### src/rtl/cfmc_pkg.sv
// Shared types, constants and coefficient tables for the color matrix composer.
`default_nettype none
package cfmc_pkg;

  localparam int COEF_W = 32;
  localparam int FRAC   = 16;
  localparam int ACC_W  = 68;

  localparam logic [2:0] MODE_IDENT    = 3'd0;
  localparam logic [2:0] MODE_GRAY     = 3'd1;
  localparam logic [2:0] MODE_BRIGHT   = 3'd2;
  localparam logic [2:0] MODE_CONTRAST = 3'd3;
  localparam logic [2:0] MODE_SAT      = 3'd4;
  localparam logic [2:0] MODE_HUE      = 3'd5;

  localparam logic [1:0] SET_GRAY = 2'd0;
  localparam logic [1:0] SET_SAT  = 2'd1;
  localparam logic [1:0] SET_HUE  = 2'd2;

  typedef logic signed [COEF_W-1:0] coef_t;

  localparam coef_t ONE = coef_t'(64'sd1 <<< FRAC);

  // Q30 constants
  localparam coef_t Q30_ONE = 32'sd1073741824;
  localparam coef_t K2126 = 32'sd228277512;
  localparam coef_t K7874 = 32'sd845464312;
  localparam coef_t K7152 = 32'sd767940153;
  localparam coef_t K2848 = 32'sd305801671;
  localparam coef_t K213  = 32'sd228707009;
  localparam coef_t K787  = 32'sd845034815;
  localparam coef_t K715  = 32'sd767725404;
  localparam coef_t K285  = 32'sd306016420;
  localparam coef_t K072  = 32'sd77309411;
  localparam coef_t K928  = 32'sd996432413;
  localparam coef_t K143  = 32'sd153545081;
  localparam coef_t K140  = 32'sd150323855;
  localparam coef_t K283  = 32'sd303868936;
  localparam coef_t CORDIC_K = 32'sd652032874;

  // degrees in Q16
  localparam logic [31:0] DEG360 = 32'd23592960;
  localparam logic signed [25:0] A360 = 26'sd23592960;
  localparam logic signed [25:0] A180 = 26'sd11796480;
  localparam logic signed [25:0] A90  = 26'sd5898240;

  typedef struct packed {
    coef_t [8:0] m;    // upper-left 3x3, row-major
    coef_t [2:0] off;  // offset column of rows 0..2
    logic        eol;
  } op_t;

  typedef struct packed {
    coef_t b0;
    coef_t k1;
    coef_t k2;
  } term_t;

  typedef enum logic [2:0] {
    F_IDLE, F_REDUCE, F_FOLD, F_CORDIC, F_TERMS, F_PUSH
  } front_state_t;

  typedef enum logic [1:0] {
    B_IDLE, B_MAC, B_DRAIN, B_EMIT
  } back_state_t;

  function automatic logic signed [25:0] atan_deg(input logic [3:0] i);
    logic signed [25:0] r;
    case (i)
      4'd0:  r = 26'sd2949120;
      4'd1:  r = 26'sd1740967;
      4'd2:  r = 26'sd919879;
      4'd3:  r = 26'sd466945;
      4'd4:  r = 26'sd234378;
      4'd5:  r = 26'sd117306;
      4'd6:  r = 26'sd58666;
      4'd7:  r = 26'sd29335;
      4'd8:  r = 26'sd14668;
      4'd9:  r = 26'sd7334;
      4'd10: r = 26'sd3667;
      4'd11: r = 26'sd1833;
      4'd12: r = 26'sd917;
      4'd13: r = 26'sd458;
      4'd14: r = 26'sd229;
      4'd15: r = 26'sd115;
      default: r = 26'sd0;
    endcase
    return r;
  endfunction

  // entry = b0 * 2^base + k1 * opa + k2 * opb
  function automatic term_t term_k(input logic [1:0] set, input logic [3:0] t);
    term_t r;
    coef_t ka, kb, kc, kd;
    ka = (set == SET_GRAY) ? K2126 : K213;
    kb = (set == SET_GRAY) ? K7874 : K787;
    kc = (set == SET_GRAY) ? K7152 : K715;
    kd = (set == SET_GRAY) ? K2848 : K285;
    r = '0;
    if (set == SET_HUE) begin
      case (t)
        4'd0: r = '{K213, K787, -K213};
        4'd1: r = '{K715, -K715, -K715};
        4'd2: r = '{K072, -K072, K928};
        4'd3: r = '{K213, -K213, K143};
        4'd4: r = '{K715, K285, K140};
        4'd5: r = '{K072, -K072, -K283};
        4'd6: r = '{K213, -K213, -K787};
        4'd7: r = '{K715, -K715, K715};
        4'd8: r = '{K072, K928, K072};
        default: r = '0;
      endcase
    end else begin
      case (t)
        4'd0: r = '{ka, kb, 32'sd0};
        4'd1: r = '{kc, -kc, 32'sd0};
        4'd2: r = '{Q30_ONE - ka - kc, kc - kb, 32'sd0};
        4'd3: r = '{ka, -ka, 32'sd0};
        4'd4: r = '{kc, kd, 32'sd0};
        4'd5: r = '{Q30_ONE - ka - kc, ka - kd, 32'sd0};
        4'd6: r = '{ka, -ka, 32'sd0};
        4'd7: r = '{kc, -kc, 32'sd0};
        4'd8: r = '{Q30_ONE - ka - kc, ka + kc, 32'sd0};
        default: r = '0;
      endcase
    end
    return r;
  endfunction

  // round half up by sh bits, saturate to the coefficient width
  function automatic coef_t rnd_sat(input logic signed [ACC_W-1:0] v, input int sh);
    logic signed [ACC_W-1:0] t;
    logic signed [ACC_W-1:0] maxv;
    logic signed [ACC_W-1:0] minv;
    maxv = (ACC_W'(1) <<< (COEF_W - 1)) - ACC_W'(1);
    minv = -maxv - ACC_W'(1);
    t = (v + (ACC_W'(1) <<< (sh - 1))) >>> sh;
    if (t > maxv) return coef_t'(maxv);
    if (t < minv) return coef_t'(minv);
    return t[COEF_W-1:0];
  endfunction

endpackage
`default_nettype wire

### src/rtl/cfmc_queue.sv
// Two-entry queue of built operation matrices between front and back.
`default_nettype none
module cfmc_queue (
  input  wire logic          clk,
  input  wire logic          rst,
  input  wire logic          push,
  input  wire cfmc_pkg::op_t op_in,
  input  wire logic          pop,
  output logic               full,
  output logic               nempty,
  output cfmc_pkg::op_t      head
);
  cfmc_pkg::op_t q [2];
  logic       wr;
  logic       rd;
  logic [1:0] count;

  assign full   = (count == 2'd2);
  assign nempty = (count != 2'd0);
  assign head   = q[rd];

  always_ff @(posedge clk) begin
    if (push) q[wr] <= op_in;
  end

  always_ff @(posedge clk) begin
    if (rst) begin
      wr    <= 1'b0;
      rd    <= 1'b0;
      count <= 2'd0;
    end else begin
      if (push) wr <= ~wr;
      if (pop) rd <= ~rd;
      case ({push, pop})
        2'b10:   count <= count + 2'd1;
        2'b01:   count <= count - 2'd1;
        default: count <= count;
      endcase
    end
  end
endmodule
`default_nettype wire

### config.mk
export PLATFORM = sky130hd
export DESIGN_NAME = cfmc_queue
export DESIGN_NICKNAME = d
export VERILOG_FILES = /design/src/rtl/cfmc_pkg.sv /design/src/rtl/cfmc_queue.sv
export SDC_FILE = /design/constraint.sdc
export NUM_CORES = 1
export LEC_CHECK = 0
export BUFFER_PORTS_ARGS = -buffer_cell sky130_fd_sc_hd__buf_4
export CELL_PAD_IN_SITES_DETAIL_PLACEMENT = 0
export CELL_PAD_IN_SITES_GLOBAL_PLACEMENT = 1
export CORE_AREA = 2 2 303 305
export CTS_BUF_LIST = sky130_fd_sc_hd__clkbuf_16
export CTS_CLUSTER_SIZE = 16
export DETAILED_ROUTE_END_ITERATION = 10
export DIE_AREA = 0 0 305 307
export PLACE_DENSITY_LB_ADDON = 0.1
export SYNTH_ARGS = -nofsm -noshare
export SYNTH_HDL_FRONTEND = slang
export SYNTH_SLANG_ARGS = --single-unit
### constraint.sdc
create_clock -name clk -period 20.7 [get_ports clk]
set_input_delay 4.14 -clock clk [delete_from_list [all_inputs] [get_ports clk]]
set_output_delay 4.14 -clock clk [all_outputs]
set_load 0.02 [all_outputs]
# After elaboration in Yosys (flattened, before gate mapping)
# Memories as Yosys holds them, arrays and structs flattened. A register that Yosys moved wholly into a read port is not among the register bits.
# Index checks and enable logic that the tools add are counted.
# word_totals
register_bits,4
ramBits,770
inputBits,389
output_inout_bits,387
elab_cells,18
n_memories,1
# op_classes
addsub,2
eq_ne,3
mux,5
bitwise,2
n_reduce_logical,2
# memory_table
memory,depth,word_bits,rd,rd_ports_with_merged_regs,write_ports,line,source
q,2,385,1,1,1,cfmc_queue.sv:13,cfmc_pkg::op_t q [2];
# op_table
cell,n
$eq A2 B2 Y1 const B,2
$mux W1,4
$pmux W2 S2,1
$reduce_bool A2 Y1,2
$add A2 B1 Y2 const B,1
$eq A2 B1 Y1 const B,1
$not A1 Y1,2
$sub A2 B1 Y2 const B,1

# Depth between registers and ports, before layout
# Gate-level depths: netlist of the first run.
# logic_depth
depth_word,3
depth_mapped,5
mapped_depth_nobuf,5

# Worst setup path after synthesis of the first run
# No wires, ideal clock.
# synth_path
kind,input -> register
start,in push
end,"mem q[0][0] (netlist name), enable pin"
setup_time_ps,1152
arrival_ps,20307
t_required_ps,19548
path_slack_ps,-758
path_stages,2
n_path_buf,0
path_cell_list,inv_1 -> nor2_1
# synth_between
elab_chain_len,2
# synth_rtl
item,line,source
from (decl),cfmc_queue.sv:6,"input wire logic push,"
$mux W1,cfmc_queue.sv:23,if (push) q[wr] <= op_in;
$mux W1 (implied by the code),cfmc_queue.sv:23,
to (decl),cfmc_queue.sv:13,
# No other way between the ends.

==> flow_summary_export.csv, run 1 <==
group,metric,value,unit
clocking,cts_setup_buffers,0,
route,viasPerCell,4.36,
route,wl_per_cell,22.8,microns
sta,tightest_slew,1.29,ns
synthesis,synth_seq_cells,775,
synthesis,synthTopCellsByCount,"edfxtp_1, mux2_2, buf_6, mux2_4",
cells_and_area,nFillCells,8285,
global_route,grt_pass1_vias,15507,
cells_and_area,stdcell_count,3317,
global_route,track_usage,15.5,%
cells_and_area,multi_input_area,4560,sq um
placement,placed_cells,3149,
sta,grt_setup_unrepaired,"no",
cells_and_area,drive_gt1_share,60.4,%
synthesis,synth_top_area_share,81.9,%
critical_path,start_kind,"flip-flop",
route,drt_iter0_drc,774,
global_route,grt_pass1_wl,105,mm
global_route,antenna_found_initial,18,
synthesis,ys_async_sr_fraction,0,%
route,via_count,14463,
critical_path,critical_path.cell_chain,"buf_4 > mux2_2 > buf_4",
critical_path,critPathRequiredTime,16.56,ns
floorplan,row_count,111,
critical_path,critPathKind,"flip-flop to output pin",
placement,port_buffers,775,
placement,dp_hpwl,51.8,mm
route,dr.pass1.iters,4,
sta,period_needed,6.93,ns
sta,finalMaxSlewViolations,0,
sta,finalSetupTns,0,ns
clocking,htree_levels,3,
sta,min_period_over_period,33.5,%
global_route,grt_remaining_overflow,0,
floorplan,io_pins,776,
clocking,max-clock-path-buffers,3,
synthesis,syn-cell-area,28200,sq um
floorplan,start_util,31.1,%
synthesis,yosysSeqAreaShare,82.2,%
critical_path,crit_slowest_cell,"buf_4",
floorplan,die_h,307,microns
flow_run,max-cap-violations,0,
clocking,cts_tree,"yes",
synthesis,synthTopCellsByArea,"edfxtp_1, mux2_2, buf_6",
floorplan,die-width,305,microns
sta,setup_violations,0,
route,drt-total-wl,75.7,mm
synthesis,synth.most_common_cell,"edfxtp_1",
critical_path,max_stage_delay,0.92,ns
synthesis,synth_flop_cell,"edfxtp_1",
placement,gp_congestion,0.756,
critical_path,cp_common_cell,"buf_4",
cells_and_area,area_delta_synth_final,34.1,%
clocking,ctsResizeCount,0,
sta,slew_headroom,14.3,%
floorplan,dieArea,93600,sq um
synthesis,syn-instance-count,1220,
global_route,grt_max_degree,169,
route,drc,0,
synthesis,synth.distinct_cells,18,
critical_path,critPathArrivalTime,2.79,ns
outcome,status,"completed",
synthesis,synth_top_area_cell,"edfxtp_1",
cells_and_area,fin_nets,2442,
clocking,clkLatencyLatePin,0.63,ns
critical_path,critPathCaptureType,"output pin",
worst_hold_path,worstHoldPathType,"flip-flop to flip-flop",
cells_and_area,regArea,23200,sq um
floorplan,design.core.area,90700,sq um
synthesis,synth-edff-count,770,
route,drtAntennaViolNets,0,
sta,hold_viol,0,
sta,finClkSkew,0.0192,ns
clocking,numCtsBuffers,87,
power_and_ir_drop,powerDensity,100,nW/um^2
power_and_ir_drop,ir_worst_vdd,61.4,uV
synthesis,yosysWarnings,0,
clocking,cts-hold-fix-buffers,0,
clocking,root_buffer,"clkbuf_16",
power_and_ir_drop,p_leak,14.1,nW
clocking,cts.sinks,775,
synthesis,synth.avg_cell_area,23.1,sq um
synthesis,synth_nets,1610,
sta,clock.fmax,0.144,GHz
clocking,path_clk_slew,0.06,ns
critical_path,crit_fanout,70,
[registers in the layout, indices dropped and copies added (netlist names), named ones only]
name / cells
wr: 1
count: 2
rd: 1
q: 770
[placed cells by master, fill, tap and decap left out]
master     count
nor2b_1        1
a21oi_1        1
o21ai_0        1
buf_12         4
and2_4         1
mux2_2       353
xor2_1         1
mux2_4        30
inv_6          4
dfxtp_1        4
inv_1         32
clkinv_1      17
clkbuf_16     88
xnor2_1        3
clkinv_8       1
edfxtp_1     770
diode_2       14
mux2_1         2
ha_1           1
or3_1          1
or2_2          1
bufinv_16      4
clkinv_2       9
nor2_4         1
buf_4        782
nor2_1         4
dfxtp_4        1
[worst paths after layout]
| path | startpoint | to | slack [ns] | cells after the start |
|---|---|---|---|---|
| max | flip-flop | head[93] | 13.77 | 3 |
| min | count[1] | count[1] | 0.51 | 2 |
| min reg2reg | count[1] | count[1] | 0.51 | 2 |
| max reg2reg | wr | q[1][302] | 17.37 | 3 |
[final cells by class]
class                           instances  area share (%)
Clock inverter                         66            1.05
Multi-Input combinational cell        401            12.0
Antenna cell                           14          0.0925
Tap cell                             1186            3.92
Inverter                                1         0.00992
Timing Repair Buffer                  786            15.7
Sequential cell                       775            61.4
Clock buffer                           88            5.82
[through the flow]
stage / hold WS (ns) / setup slack, ns / utilization [%] / power [mW] / area [sq um]
6_report: 0.509 / 13.77 / 41.7 / 3.80 / 37900
5_1_grt: 0.553 / 13.57 / 41.7 / 3.95 / 37900
4_1_cts: 0.513 / 13.67 / 41.7 / 3.87 / 37800
3_5_place_dp: 0.502 / 13.47 / 38.8 / 2.43 / 35200
3_3_place_gp: 0.474 / 13.51 / 38.8 / 2.42 / 35200
2_1_floorplan: 0.456 / 6.01 / - / 2.20 / 28200
[metal layers]
| metal | track usage [%] | vias to the layer above | share of wire, % | wire, microns |
|---|---|---|---|---|
| li1 | - | 6565 | - | - |
| met2 | 28.1 | 521 | 54 | 40500 |
| met3 | 7.36 | 138 | 10 | 7650 |
| met4 | 6.72 | 10 | 3.3 | 2480 |
| met5 | 0 | - | 0.082 | 62 |
| met1 | 15.0 | 7229 | 33 | 25000 |
[kinds of logic (layout without fill, tap and decap cells)]
logic type	count (synthesis)	in the layout	share of synthesized area, %
DFF	775	775	82.2
muxes	385	385	15.8
buffers and inverters	44	941	1.66
and+or+nand+nor	9	9	0.155
xor gates and xnor gates	4	4	0.124
AOI/OAI and AO/OA	2	2	0.0354
adders and majority gates	1	1	0.0443
other	0	14	0
[report_power, final]
part	internal, mW	total (mW)	switching, mW	leakage [nW]
clock network	0.815	1.41	0.600	1.39
registers	1.84	1.86	0.0201	7.27
logic	0.238	0.529	0.291	5.39
total	2.89	3.80	0.911	14.1
[worst max-delay path, delay by kind of cell (launching register included)]
kind                   cells  cell delay (ns)
multiplexers               1             0.44
flip-flops                 1             0.58
buffers and inverters      2             1.08
Note: power is estimated with default switching activity, not from simulation.
==> run 2, diff against run 1 <==
==> constraint.sdc (replaced) <==
create_clock -name clk -period 6.1 [get_ports clk]
set_input_delay 1.22 -clock clk [delete_from_list [all_inputs] [get_ports clk]]
set_output_delay 1.22 -clock clk [all_outputs]
set_load 0.02 [all_outputs]
==> run 2 against run 1 <==
Total power rose to 3.4 times the previous value. Flip-flop and latch count did not move. Register-to-register slack got worse by 13 ns. Die area did not move. Critical endpoint is now head[350]. Final area barely moved. Non-clock buffer count rose by 7. Via count rose by 0.42%. Sequential power rose to 3.4 times the previous value. Critical path depth did not move.
==> flow_summary_export.csv, run 2 (synthesis results as in run 1) <==
group,metric,value,unit
outcome,status,"completed",
critical_path,critPathRequiredTime,4.88,ns
critical_path,path_buf_inv,2,
critical_path,critPathArrivalTime,2.86,ns
route,viasPerCell,4.37,
flow_run,max-cap-violations,0,
sta,period_needed,4.08,ns
power_and_ir_drop,powerDensity,338,nW/um^2
floorplan,row_count,111,
clocking,cts_setup_buffers,0,
clocking,clkLatencyLatePin,0.64,ns
critical_path,r2r_slack,3.92,ns
power_and_ir_drop,ir_worst_vdd,234,uV
clocking,cts_tree,"yes",
clocking,path_clk_slew,0.06,ns
floorplan,dieArea,93600,sq um
clocking,cts.sinks,775,
placement,dp_hpwl,52.5,mm
global_route,grt_max_degree,146,
critical_path,start_kind,"flip-flop",
sta,setup_violations,0,
route,drt-total-wl,75.8,mm
route,via_count,14524,
critical_path,critical_path.top_delay_family,"flip-flops",
floorplan,io_pins,776,
clocking,numCtsBuffers,88,
worst_hold_path,worstHoldPathType,"flip-flop to flip-flop",
placement,gp_congestion,0.781,
sta,worst_slack,2.02,ns
critical_path,critPathKind,"flip-flop to output pin",
power_and_ir_drop,p_leak,14.0,nW
placement,port_buffers,775,
critical_path,crit_slowest_cell,"dfxtp_4",
route,drc,0,
critical_path,critical_path.cell_chain,"buf_4 > mux2_2 > buf_4",
sta,hold_viol,0,
placement,place_ws,2.63,ns
critical_path,crit_fanout,54,
global_route,grt_pass1_wl,105,mm
sta,grt_setup_unrepaired,"no",
cells_and_area,area_delta_synth_final,34.1,%
cells_and_area,regMostFlops,"q",
cells_and_area,final_cell_mix,"buf_4, edfxtp_1, mux2_2, clkbuf_16, mux2_4",
route,drt_iter0_drc,663,
global_route,grt_pass1_vias,15618,
cells_and_area,fin_util,41.8,%
global_route,met3_usage,6.06,%
global_route,grtUsageMet2,28.8,%
global_route,grt_remaining_overflow,0,
clocking,max-clock-path-buffers,3,
route,wl_per_cell,22.8,microns
clocking,cts-hold-fix-buffers,0,
cells_and_area,drive_gt1_share,60.7,%
sta,finalSetupTns,0,ns
sta,tightest_slew,1.05,ns
sta,finClkSkew,0.0214,ns
sta,slew_headroom,29.7,%
cells_and_area,largest_reg_flops,770,
route,dr.pass1.iters,4,
clocking,htree_levels,3,
sta,clock.fmax,0.245,GHz
floorplan,die-width,305,microns
clocking,root_buffer,"clkbuf_16",
cells_and_area,design_area,37900,sq um
sta,whs,0.506,ns
critical_path,critPathCaptureType,"output pin",
cells_and_area,stdcell_count,3322,
cells_and_area,final_common_cell,"buf_4",
cells_and_area,reg.largest.list,"q x770, count x2",
route,drtAntennaViolNets,0,
power_and_ir_drop,finalPower,12.8,mW
sta,min_period_over_period,66.9,%
floorplan,start_util,31.1,%
global_route,met1_usage,15.2,%
placement,placed_cells,3156,
placement,place_area,35300,sq um
floorplan,die_h,307,microns
critical_path,max_stage_delay,0.87,ns
floorplan,design.core.area,90700,sq um
global_route,busiest_layer,"met2",
cells_and_area,fin_nets,2450,
sta,finalMaxSlewViolations,0,
global_route,antenna_found_initial,18,
critical_path,cp_common_cell,"buf_4",
global_route,track_usage,15.6,%
clocking,ctsResizeCount,0,
run 2: worst min-delay path: stages (launching register included):
cell and delay, ns:
dfxtp_1 0.32, o21ai_0 0.07, a21oi_1 0.07
run 2: path summary, 6_finish.rpt:
check | startpoint | to | cells past startpoint
setup / recovery | flip-flop | head[350] | 3
setup reg to reg | wr | q[1][298] | 2
hold reg to reg | count[1] | count[1] | 2
hold / removal | count[1] | count[1] | 2
run 2: cell type report:
class	count	area [sq um]
clock inverter	63	304
antenna	14	35.0
clock buffer	89	2230
fill	8197	52800
sequential	775	23200
inverter	1	16.3
tap	1186	1480
multi-input combinational	401	4560
timing repair buffer	793	6030
run 2: metal layers:
layer | part of all wire [%] | vias up
li1 | - | 6585
met1 | 34 | 7308
met2 | 55 | 510
met5 | 0.058 | -
met4 | 3.0 | 8
met3 | 8.3 | 113
run 2: report_power, final:
group          internal [mW]  switching, mW
Clock                   2.66           2.03
Sequential              6.23         0.0794
Combinational          0.812          0.979
Total                   9.70           3.08
